$ cat src/rtl/assert_macros.svh
// assertion macros used by the top-level rtl file
`ifndef ASSERT_MACROS_SVH
`define ASSERT_MACROS_SVH

`ifndef SYNTHESIS

`define ASSERT_CLK(lbl, prop, msg) \
  lbl: assert property (@(posedge clk_i) disable iff (!rst_ni) (prop)) else $error(msg);

`define ASSERT_NEVER(lbl, expr, msg) \
  lbl: assert property (@(posedge clk_i) disable iff (!rst_ni) !(expr)) else $error(msg);

`else

`define ASSERT_CLK(lbl, prop, msg)

`define ASSERT_NEVER(lbl, expr, msg)

`endif

`endif

$ cat src/rtl/ipcs_pkg.sv
// shared widths and types for the inductor phasor companion step block
package ipcs_pkg;

  localparam int COEF_W = 32;
  localparam int OPND_W = 33;
  localparam int PROD_W = COEF_W + OPND_W;
  localparam int FRAC_W = 24;
  localparam int ACC_W  = 48;

  typedef struct packed {
    logic vld;
    logic first;
    logic neg;
  } mac_op_t;

endpackage

$ cat src/rtl/ipcs_mac.sv
// shared multiply, truncate and accumulate unit
module ipcs_mac import ipcs_pkg::*; (
  input  logic                     clk_i,
  input  logic                     rst_ni,
  input  mac_op_t                  op_i,
  input  logic signed [COEF_W-1:0] a_i,
  input  logic signed [OPND_W-1:0] b_i,
  output logic signed [ACC_W-1:0]  acc_o
);

  logic signed [PROD_W-1:0] prod_d, prod_q;
  logic signed [ACC_W-1:0]  term, base, acc_d, acc_q;
  mac_op_t                  op_q;

  assign prod_d = PROD_W'(a_i) * PROD_W'(b_i);

  always_ff @(posedge clk_i) begin
    prod_q <= prod_d;
  end

  always_ff @(posedge clk_i or negedge rst_ni) begin
    if (!rst_ni) begin
      op_q  <= '0;
      acc_q <= '0;
    end else begin
      op_q  <= op_i;
      acc_q <= acc_d;
    end
  end

  // floor by the coefficient fraction bits
  assign term = ACC_W'(prod_q >>> FRAC_W);
  assign base = op_q.first ? '0 : acc_q;

  always_comb begin
    acc_d = acc_q;
    if (op_q.vld) begin
      acc_d = op_q.neg ? (base - term) : (base + term);
    end
  end

  assign acc_o = acc_q;

endmodule

$ cat src/rtl/inductor_phasor_companion_step_top.sv
// Inductor companion model update for dynamic phasor simulation, top level.
//
// Input channel s_axis: one transaction per time step. tuser is the opcode
// (0 advance, 1 clear). tdata carries the complex terminal voltages in Q16.16.
// Output channel m_axis: one transaction per input, carrying the updated
// branch current and the next equivalent source in Q16.16, saturated.
// Coefficients (Q8.24) and grounding flags are to be written on the cfg port
// only while the block is idle; the block itself does not enforce this.
// An advance runs on the single shared multiply-accumulate unit: eight
// multiplies, with waits where the current must be known before the history
// products start. A clear skips the multiplies and goes straight to the
// finishing step. s_axis is ready again in the same cycle in which the result
// appears, so no new item is accepted before the last one is through its steps.
// A new item is accepted while a result still
// waits; its result is held back until the previous one is taken.
// Reset clears the coefficients, the flags and the stored current and source.
// When m_axis stalls, the finishing step waits and the held result stays put.
`include "assert_macros.svh"

module inductor_phasor_companion_step_top import ipcs_pkg::*; (
  input  logic          clk_i,
  input  logic          rst_ni,
  input  logic          s_axis_tvalid,
  output logic          s_axis_tready,
  // vpos_re, vpos_im, vneg_re, vneg_im
  input  logic [127:0]  s_axis_tdata,
  // opcode
  input  logic          s_axis_tuser,
  output logic          m_axis_tvalid,
  input  logic          m_axis_tready,
  // current_re, current_im, eq_source_re, eq_source_im
  output logic [127:0]  m_axis_tdata,
  input  logic          cfg_we_i,
  input  logic [2:0]    cfg_idx_i,
  input  logic [31:0]   cfg_wdata_i
);

  localparam logic [0:0] ST_IDLE = 1'b0;
  localparam logic [0:0] ST_RUN  = 1'b1;

  localparam logic [3:0] STP_M0   = 4'd0;
  localparam logic [3:0] STP_M1   = 4'd1;
  localparam logic [3:0] STP_M2   = 4'd2;
  localparam logic [3:0] STP_M3   = 4'd3;
  localparam logic [3:0] STP_GDI  = 4'd5;
  localparam logic [3:0] STP_M4   = 4'd6;
  localparam logic [3:0] STP_M5   = 4'd7;
  localparam logic [3:0] STP_M6   = 4'd8;
  localparam logic [3:0] STP_M7   = 4'd9;
  localparam logic [3:0] STP_LAST = 4'd11;

  localparam logic [2:0] REG_COND_RE = 3'd0;
  localparam logic [2:0] REG_COND_IM = 3'd1;
  localparam logic [2:0] REG_HIST_RE = 3'd2;
  localparam logic [2:0] REG_HIST_IM = 3'd3;
  localparam logic [2:0] REG_POS_GND = 3'd4;
  localparam logic [2:0] REG_NEG_GND = 3'd5;

  function automatic logic signed [31:0] sat32(input logic signed [ACC_W-1:0] x);
    logic signed [31:0] r;
    if ((&x[ACC_W-1:31]) || !(|x[ACC_W-1:31])) begin
      r = x[31:0];
    end else if (x[ACC_W-1]) begin
      r = 32'sh8000_0000;
    end else begin
      r = 32'sh7fff_ffff;
    end
    return r;
  endfunction

  logic signed [31:0] cond_re_q, cond_im_q, hist_re_q, hist_im_q;
  logic               pos_gnd_q, neg_gnd_q;

  logic [0:0]         st_q, st_d;
  logic [3:0]         cnt_q, cnt_d;
  logic               clr_q;

  logic signed [OPND_W-1:0] dvr_q, dvi_q;
  logic signed [OPND_W-1:0] pr, pi, nr, ni;
  logic signed [ACC_W-1:0]  gdr_q, gdi_q;
  logic signed [31:0]       cr_q, ci_q, sr_q, si;
  logic signed [31:0]       cur_re_q, cur_im_q, es_re_q, es_im_q;
  logic                     m_valid_q;

  mac_op_t                  mac_op;
  logic signed [COEF_W-1:0] mac_a;
  logic signed [OPND_W-1:0] mac_b;
  logic signed [ACC_W-1:0]  acc;

  logic in_acc, slot_free, at_last, commit;

  assign s_axis_tready = (st_q == ST_IDLE);
  assign in_acc        = s_axis_tvalid && s_axis_tready;
  assign slot_free     = !m_valid_q || m_axis_tready;
  assign at_last       = (st_q == ST_RUN) && (cnt_q == STP_LAST);
  assign commit        = at_last && slot_free;

  // config registers
  always_ff @(posedge clk_i or negedge rst_ni) begin
    if (!rst_ni) begin
      cond_re_q <= '0;
      cond_im_q <= '0;
      hist_re_q <= '0;
      hist_im_q <= '0;
      pos_gnd_q <= 1'b0;
      neg_gnd_q <= 1'b0;
    end else if (cfg_we_i) begin
      unique case (cfg_idx_i)
        REG_COND_RE: cond_re_q <= cfg_wdata_i;
        REG_COND_IM: cond_im_q <= cfg_wdata_i;
        REG_HIST_RE: hist_re_q <= cfg_wdata_i;
        REG_HIST_IM: hist_im_q <= cfg_wdata_i;
        REG_POS_GND: pos_gnd_q <= cfg_wdata_i[0];
        REG_NEG_GND: neg_gnd_q <= cfg_wdata_i[0];
        default: ;
      endcase
    end
  end

  // voltage difference, grounded ends read as zero
  assign pr = pos_gnd_q ? '0 : OPND_W'($signed(s_axis_tdata[31:0]));
  assign pi = pos_gnd_q ? '0 : OPND_W'($signed(s_axis_tdata[63:32]));
  assign nr = neg_gnd_q ? '0 : OPND_W'($signed(s_axis_tdata[95:64]));
  assign ni = neg_gnd_q ? '0 : OPND_W'($signed(s_axis_tdata[127:96]));

  always_ff @(posedge clk_i) begin
    if (in_acc) begin
      dvr_q <= pr - nr;
      dvi_q <= pi - ni;
    end
  end

  // sequencer
  always_comb begin
    st_d  = st_q;
    cnt_d = cnt_q;
    unique case (st_q)
      ST_IDLE: begin
        if (in_acc) begin
          st_d  = ST_RUN;
          cnt_d = s_axis_tuser ? STP_LAST : STP_M0;
        end
      end
      ST_RUN: begin
        if (at_last) begin
          if (slot_free) begin
            st_d  = ST_IDLE;
            cnt_d = STP_M0;
          end
        end else begin
          cnt_d = cnt_q + 4'd1;
        end
      end
      default: begin
        st_d  = ST_IDLE;
        cnt_d = STP_M0;
      end
    endcase
  end

  always_ff @(posedge clk_i or negedge rst_ni) begin
    if (!rst_ni) begin
      st_q  <= ST_IDLE;
      cnt_q <= STP_M0;
      clr_q <= 1'b0;
    end else begin
      st_q  <= st_d;
      cnt_q <= cnt_d;
      if (in_acc) begin
        clr_q <= s_axis_tuser;
      end
    end
  end

  // operand selection for the shared unit
  always_comb begin
    mac_op = '0;
    mac_a  = cond_re_q;
    mac_b  = dvr_q;
    if (st_q == ST_RUN) begin
      unique case (cnt_q)
        STP_M0: begin
          mac_op = '{vld: 1'b1, first: 1'b1, neg: 1'b0};
        end
        STP_M1: begin
          mac_op = '{vld: 1'b1, first: 1'b0, neg: 1'b1};
          mac_a  = cond_im_q;
          mac_b  = dvi_q;
        end
        STP_M2: begin
          mac_op = '{vld: 1'b1, first: 1'b1, neg: 1'b0};
          mac_a  = cond_im_q;
        end
        STP_M3: begin
          mac_op = '{vld: 1'b1, first: 1'b0, neg: 1'b0};
          mac_b  = dvi_q;
        end
        STP_M4: begin
          mac_op = '{vld: 1'b1, first: 1'b1, neg: 1'b0};
          mac_a  = hist_re_q;
          mac_b  = OPND_W'(cr_q);
        end
        STP_M5: begin
          mac_op = '{vld: 1'b1, first: 1'b0, neg: 1'b0};
          mac_a  = hist_im_q;
          mac_b  = OPND_W'(ci_q);
        end
        STP_M6: begin
          mac_op = '{vld: 1'b1, first: 1'b1, neg: 1'b0};
          mac_a  = hist_re_q;
          mac_b  = OPND_W'(ci_q);
        end
        STP_M7: begin
          mac_op = '{vld: 1'b1, first: 1'b0, neg: 1'b1};
          mac_a  = hist_im_q;
          mac_b  = OPND_W'(cr_q);
        end
        default: ;
      endcase
    end
  end

  ipcs_mac u_mac (
    .clk_i  (clk_i),
    .rst_ni (rst_ni),
    .op_i   (mac_op),
    .a_i    (mac_a),
    .b_i    (mac_b),
    .acc_o  (acc)
  );

  // intermediate captures
  always_ff @(posedge clk_i) begin
    if (st_q == ST_RUN) begin
      if (cnt_q == STP_M3) begin
        gdr_q <= acc;
      end
      if (cnt_q == STP_GDI) begin
        gdi_q <= acc;
        cr_q  <= sat32(gdr_q + ACC_W'(es_re_q));
        ci_q  <= sat32(acc + ACC_W'(es_im_q));
      end
      if (cnt_q == STP_M7) begin
        sr_q <= sat32(acc + gdr_q);
      end
    end
  end

  assign si = sat32(acc + gdi_q);

  // stored state doubles as the output register
  always_ff @(posedge clk_i or negedge rst_ni) begin
    if (!rst_ni) begin
      cur_re_q  <= '0;
      cur_im_q  <= '0;
      es_re_q   <= '0;
      es_im_q   <= '0;
      m_valid_q <= 1'b0;
    end else begin
      if (commit) begin
        m_valid_q <= 1'b1;
        if (clr_q) begin
          cur_re_q <= '0;
          cur_im_q <= '0;
          es_re_q  <= '0;
          es_im_q  <= '0;
        end else begin
          cur_re_q <= cr_q;
          cur_im_q <= ci_q;
          es_re_q  <= sr_q;
          es_im_q  <= si;
        end
      end else if (m_axis_tready) begin
        m_valid_q <= 1'b0;
      end
    end
  end

  assign m_axis_tvalid = m_valid_q;
  assign m_axis_tdata  = {es_im_q, es_re_q, cur_im_q, cur_re_q};

  `ASSERT_CLK(a_accept_runs, in_acc |=> (st_q == ST_RUN), "accepted item did not start")
  `ASSERT_CLK(a_commit_valid, commit |=> m_axis_tvalid, "finished item not presented")
  `ASSERT_CLK(a_clear_zero, (commit && clr_q) |=> (m_axis_tdata == '0), "clear result not zero")
  `ASSERT_NEVER(a_cnt_range, (st_q == ST_RUN) && (cnt_q > STP_LAST), "step count out of range")

endmodule
$ cat config.mk
export PLATFORM = sky130hd
export DESIGN_NAME = inductor_phasor_companion_step_top
export DESIGN_NICKNAME = d
export VERILOG_FILES = /design/src/rtl/ipcs_pkg.sv /design/src/rtl/ipcs_mac.sv /design/src/rtl/inductor_phasor_companion_step_top.sv
export VERILOG_INCLUDE_DIRS = /design/src /design/src/rtl
export SDC_FILE = /design/constraint.sdc
export NUM_CORES = 2
export LEC_CHECK = 0
export ABC_AREA = 1
export BUFFER_PORTS_ARGS = -buffer_cell sky130_fd_sc_hd__buf_2
export CORE_MARGIN = 4
export CORE_UTILIZATION = 48
export DETAILED_ROUTE_END_ITERATION = 12
export PLACE_DENSITY = 0.63
export SYNTH_ARGS = -nofsm -noshare
export SYNTH_HDL_FRONTEND = slang
export SYNTH_SLANG_ARGS = --single-unit
$ cat constraint.sdc
create_clock -name clk_i -period 12.1 [get_ports clk_i]
set_input_delay 2.42 -clock clk_i [delete_from_list [all_inputs] [get_ports clk_i]]
set_output_delay 2.42 -clock clk_i [all_outputs]
set_load 0.03 [all_outputs]
Word level (Yosys, flattened, before mapping)
Cells that the tools add are included.
{ "totals": {"register_bits": 639, "in_bits": 169, "wordCells": 131} }
{ "classes": {"addsub": 9, "multipliers": 1, "eq_ne": 16, "mux": 35, "bitwise": 1, "n_reduce_logical": 43} }
{ "ops": {"columns": ["cell", "n"], "rows": [
  ["2-to-1 mux 32 bit", 13],
  ["2-to-1 mux 33 bit", 5],
  ["case mux 33 bit (3 select lines)", 1],
  ["adder 48 x 32 -> 48 bit", 2],
  ["adder 48 bit", 2],
  ["2-to-1 mux 48 bit", 2],
  ["case mux 32 bit (3 select lines)", 1],
  ["AND reduction 17 bit", 4],
  ["OR reduction 17 bit", 4],
  ["subtractor 33 bit", 2],
  ["multiplier 32 x 33 -> 65 bit", 1],
  ["adder 48 x 41 -> 48 bit", 1],
  ["subtractor 48 x 41 -> 48 bit", 1],
  ["AND reduction 2 bit", 10],
  ["2-to-1 mux 4 bit", 4],
  ["OR reduction 2 bit", 8],
  ["equality test 4 x 3 -> 1 bit, second input constant", 3],
  ["equality test 4 bit, second input constant", 3],
  ["case mux 3 bit (3 select lines)", 1],
  ["equality test 4 x 2 -> 1 bit, second input constant", 2],
  ["case mux 4 bit (2 select lines)", 1],
  ["equality test 3 x 2 -> 1 bit, second input constant", 2],
  ["equality test 3 bit, second input constant", 2],
  ["zero test 1 bit", 5],
  ["15 further kinds", 25]
]} }

Longest topological paths before layout
{ "depth": {"ltp_word": 6, "mapped_depth": 43} }

Modules after synthesis
From an unflattened synthesis, not the netlist that was laid out.
{ "hier_totals": {"hier_cells": 12257, "hier_area_um2": 87889.3} }
{ "by_module_without_submodules": {"columns": ["module", "n_inst", "cells_each", "area_each_um2", "seq_area_each_um2"], "rows": [
  ["ipcs_mac", 1, 6472, 47496.8, 2097.0],
  ["inductor_phasor_companion_step_top", 1, 5785, 40392.5, 14378.8]
]} }

Worst setup path before layout
No wires, ideal clock.
{ "synth_timing": {"path_type": "flip-flop to flip-flop", "from": "register cnt_q[1]", "to": "register ci_q[0] (enable)", "arrival_time_ps": 8329, "required_ps": 11379, "path_slack_ps": 3050, "path_stages_with_launch": 5, "synth_period_minus_slack_ps": 9050, "cell_sequence": "dfrtp_1 inv_1 ha_1 nand2_1 nor3_1"} }
{ "synth_via": {"elab_chain_cells": 2} }
{ "synth_rtl": {"columns": ["element", "line_no", "text"], "rows": [
  ["from (decl)", "inductor_phasor_companion_step_top.sv:75", "logic [3:0] cnt_q, cnt_d;"],
  ["from (signal assigned)", "inductor_phasor_companion_step_top.sv:168", "cnt_q <= cnt_d;"],
  ["equality test 4 x 3 -> 1 bit", "inductor_phasor_companion_step_top.sv:238", "if (cnt_q == STP_GDI) begin"],
  ["AND reduction 2 bit (no source line)", null, null],
  ["to (signal assigned)", "inductor_phasor_companion_step_top.sv:241", "ci_q <= sat32(acc + ACC_W'(es_im_q));"],
  ["to (decl)", "inductor_phasor_companion_step_top.sv:81", "logic signed [31:0] cr_q, ci_q, sr_q, si;"]
]} }
No other way between the ends.
A chain may end at the register's enable or synchronous reset.

Worst setup path after layout
{ "layout_timing": {"from": "register cnt_q[0]", "to": "register u_mac.prod_q[47]"} }
{ "layout_via": {"elab_chain_cells": 5, "word_cells_on_any_way": 18, "classes_between": "mul (1); eq/ne (7); mux (4); reduce/logical (6)"} }
{ "layout_rtl": {"columns": ["element", "line_no", "text"], "rows": [
  ["equality test 4 bit (tied with other cells)", "inductor_phasor_companion_step_top.sv:181", "unique case (cnt_q)"],
  ["OR reduction 2 bit (no source line)", null, null],
  ["case mux 32 bit (3 select lines) / case mux 33 bit (3 select lines) (equally long branches)", "inductor_phasor_companion_step_top.sv:181", null],
  ["2-to-1 mux 32 bit / 2-to-1 mux 33 bit (equally long branches)", "inductor_phasor_companion_step_top.sv:180", "if (st_q == ST_RUN) begin"],
  ["multiplier 32 x 33 -> 65 bit (*)", "ipcs_mac.sv:15", "assign prod_d = PROD_W'(a_i) * PROD_W'(b_i);"],
  ["via u_mac.prod_d[47]", "ipcs_mac.sv:11", "logic signed [PROD_W-1:0] prod_d, prod_q;"],
  ["to (signal assigned)", "ipcs_mac.sv:18", "prod_q <= prod_d;"],
  ["to (decl)", "ipcs_mac.sv:11", null]
]} }
Mark *: on every way through the listed nets, which the timed path passes. The rest lies on a longest branch.

==> run metrics <==
status=finished clean; vias=around 74000; GR Util All Layers=36.9%; Synth Cell Area=between 80000 and 90000 sq um; GP Congestion=between 1 and 1.5; Pre-antenna DRT Iters=8; post-route non-filler standard cell count=about 13000; Storage cell area=approximately 16000 sq um; pin count of the biggest net entering global routing=about 140; final design utilization=between 50 and 60%; worst slew pin tran=~1400 ps; critical path peak fanout=13; CTS buffer count=74; Worst Setup Start Kind=register; post-cts sizing count=0; first-pass GRT wire length=approximately 500 mm; register area share after synthesis=20.1%; CTS root buf=clkbuf_16; CTS tree=built; relative slew slack=under 10%; Die H=422 um; largest family of logic cells by synthesized area=adder cells; Fillers=about 17000; initial antenna violation count=24; Synth cell types=70; Most used DFF post-synth=dfrtp_1; GRT Residual Overflow=0; Worst R2R Path Depth=30; Residual DRC=0; nets@finish=~13000; Post-Syn Area per Cell=between 7 and 8 sq um; Hold EP=es_re_q[6]; Worst-Skew Late Latency=about 710 ps; Area growth syn-to-layout=7.94%; total wire length=332 mm; final setup fails=0; final worst-path cycle share=between 80% and 90%; Total Die Area=178000 sq um; DIE WIDTH=422 um; Post-DP HPWL=~280 mm; Synth Net Count=around 12000; vias in the first global route=approximately 74000; worst hold-check path type=register to register; placed instance count=approximately 13000; unrepaired setup endpoints after global routing=false; clock slew at reported path FFs=~70 ps; # IOs=299; simple-gate area share of the yosys netlist=about 22%; minimum clock period=10700 ps; WL per Instance=roughly 25 um; Final Slew Violations=0; share of cells above drive strength 1=roughly 6.9%; Crit-path slowest cell=o21ai_2; R2R Path End=u_mac.prod_q[47]; Longest Clk Path Bufs=3; Worst setup EP type=register; Worst Path Arrival=approximately 11000 ps; register bit count reported by yosys=about 600; effective utilization at floorplan=48.4%; async set-or-reset flop fraction in the synthesized netlist=51.4%; HP Start=sr_q[6]; initial DRC count=~8600; H-tree level count=3; EDFF count, synth=approximately 260; launching point of the worst reg2reg path=cnt_q[0]; # Post-CTS Setup Buffers=0; Clock Sinks=between 600 and 700; Critical Path RT=about 13000 ps; r2r setup slk=~1400 ps; area of the core=170000 sq um; synth warn=0; Post-CTS Hold Fix Bufs=0; WS Path Type=register to register; final hold vios=0; mux share of post-synthesis cell area=less than 1%; Post-Syn Instances=10600; Final ANT Viol Nets=0; Max Cap Viol=0; Peak Freq=approximately 93 MHz; setup TNS=0 ps; adder-cell share of the synthesized area=roughly a third; clk_skew=a little under 40 ps; num rows=151; Compound-Gate Fraction of Synth Area=10.0%; Post-Synth XOR/XNOR Area=3.27%; CP max stage delay=just over 900 ps; PortBufs=298; Multi-input gate area=57200 sq um; most frequent CP cell=fa_1; Hold Path Stages=1; vias per cell=approximately 5.7
[synth_stat cells, types with 25 or more instances]
| cell type | count | share of area [%] |
|---|---|---|
| xnor2_1 | 125 | 1.3 |
| o21ai_1 | 27 | 0.16 |
| nor3_1 | 60 | 0.37 |
| a31oi_1 | 43 | 0.33 |
| clkbuf_1 | 153 | 0.70 |
| dfrtp_1 | 316 | 9.6 |
| nor2_1 | 1408 | 6.4 |
| nand2_1 | 2411 | 11 |
| a21oi_1 | 525 | 3.2 |
| buf_2 | 107 | 0.65 |
| inv_2 | 43 | 0.20 |
| fa_1 | 1118 | 27 |
| nor2_2 | 38 | 0.29 |
| nand4_1 | 81 | 0.62 |
| inv_1 | 1876 | 8.6 |
| dfxtp_1 | 41 | 1.0 |
| ha_1 | 486 | 7.4 |
| xor2_1 | 178 | 1.9 |
| a22o_1 | 34 | 0.36 |
| nand3_1 | 299 | 1.8 |
| nand2_2 | 25 | 0.19 |
| a211oi_1 | 53 | 0.48 |
| o21ai_0 | 529 | 3.2 |
| edfxtp_1 | 258 | 9.4 |
| o21bai_1 | 60 | 0.55 |
| o21a_1 | 37 | 0.34 |
[layout make-up]
class,count,area share (%)
diodes,6,0.0169
clock buffers,97,2.30
clock inverters,41,0.453
inverters,1932,8.18
multi-input cells,7765,64.5
flip-flops and latches,615,18.6
well taps,2218,3.13
repair buffers,433,2.85
[critical path, delay by kind of cell (launching register included)]
kind / cells / cell delay (ps)
AO/OA/AOI/OAI: 3 / 1690
adder cells (fa/ha/maj): 10 / 4620
buffers and inverters: 7 / 2190
flip-flops: 1 / 400
AND/OR/NAND/NOR: 10 / 1620
[state kept, by name, summed over array words and instances, names as in the netlist, 33 cells and up]
name,count
dvi_q,33
u_mac.prod_q,41
gdi_q,48
u_mac.acc_o,48
dvr_q,33
gdr_q,48
[stage by stage]
step | area [sq um] | setup WS (ps) | hold WS, ps
after floorplan | 82200 | 3050 | 430
after global placement | 86200 | 1530 | 445
after detailed placement | 86200 | 1620 | 453
after CTS | 88700 | 1530 | 466
after global routing | 88700 | 1130 | 479
final | 88700 | 1400 | 461
[metal layers]
metal | up-vias | part of all wire, % | track usage (%)
li1 | 33400 | - | -
met1 | 36400 | 42 | 52.1
met2 | 3951 | 41 | 52.7
met3 | 660 | 12 | 10.3
met4 | 4 | 5.3 | 16.6
met5 | - | 0.059 | 0.726
[cells by family (layout without fill, tap and decap cells)]
family | Yosys count | count (layout)
buf+inv | 2219 | 2503
other cells | 0 | 6
compound gates | 1446 | 1446
flops | 615 | 615
mux | 1 | 1
simple gates | 4409 | 4409
xor+xnor | 305 | 305
fa+ha+maj | 1604 | 1604
[how the worst max path moves through the flow]
stage | slack (ps) | end | cells after the start | startpoint
3_5_place_dp | 1620 | u_mac.prod_q[63] | 30 | cnt_q[0]
6_report | 1400 | u_mac.prod_q[47] | 30 | cnt_q[0]
2_1_floorplan | 3050 | ci_q[0] | 4 | cnt_q[1]
4_1_cts | 1530 | u_mac.prod_q[63] | 30 | cnt_q[0]
3_3_place_gp | 1530 | u_mac.prod_q[63] | 30 | cnt_q[0]
5_1_grt | 1130 | u_mac.prod_q[61] | 33 | cnt_q[1]
[placed cells by master (no fill, tap or decap), types with 27 or more instances in the layout]
cell / n
a211oi_1: 53
a21oi_1: 525
a22o_1: 34
a31oi_1: 43
buf_2: 297
buf_4: 134
clkbuf_16: 76
dfrtp_1: 315
dfxtp_1: 41
edfxtp_1: 258
fa_1: 1118
ha_1: 486
inv_1: 1876
inv_2: 42
nand2_1: 2409
nand2_2: 27
nand3_1: 297
nand4_1: 81
nor2_1: 1395
nor2_2: 46
nor3_1: 59
o21a_1: 37
o21ai_0: 526
o21ai_1: 28
o21bai_1: 60
xnor2_1: 125
xor2_1: 178
Power is not shown: default switching activity piles up to over one toggle a cycle in this logic, so the estimate is an artifact.
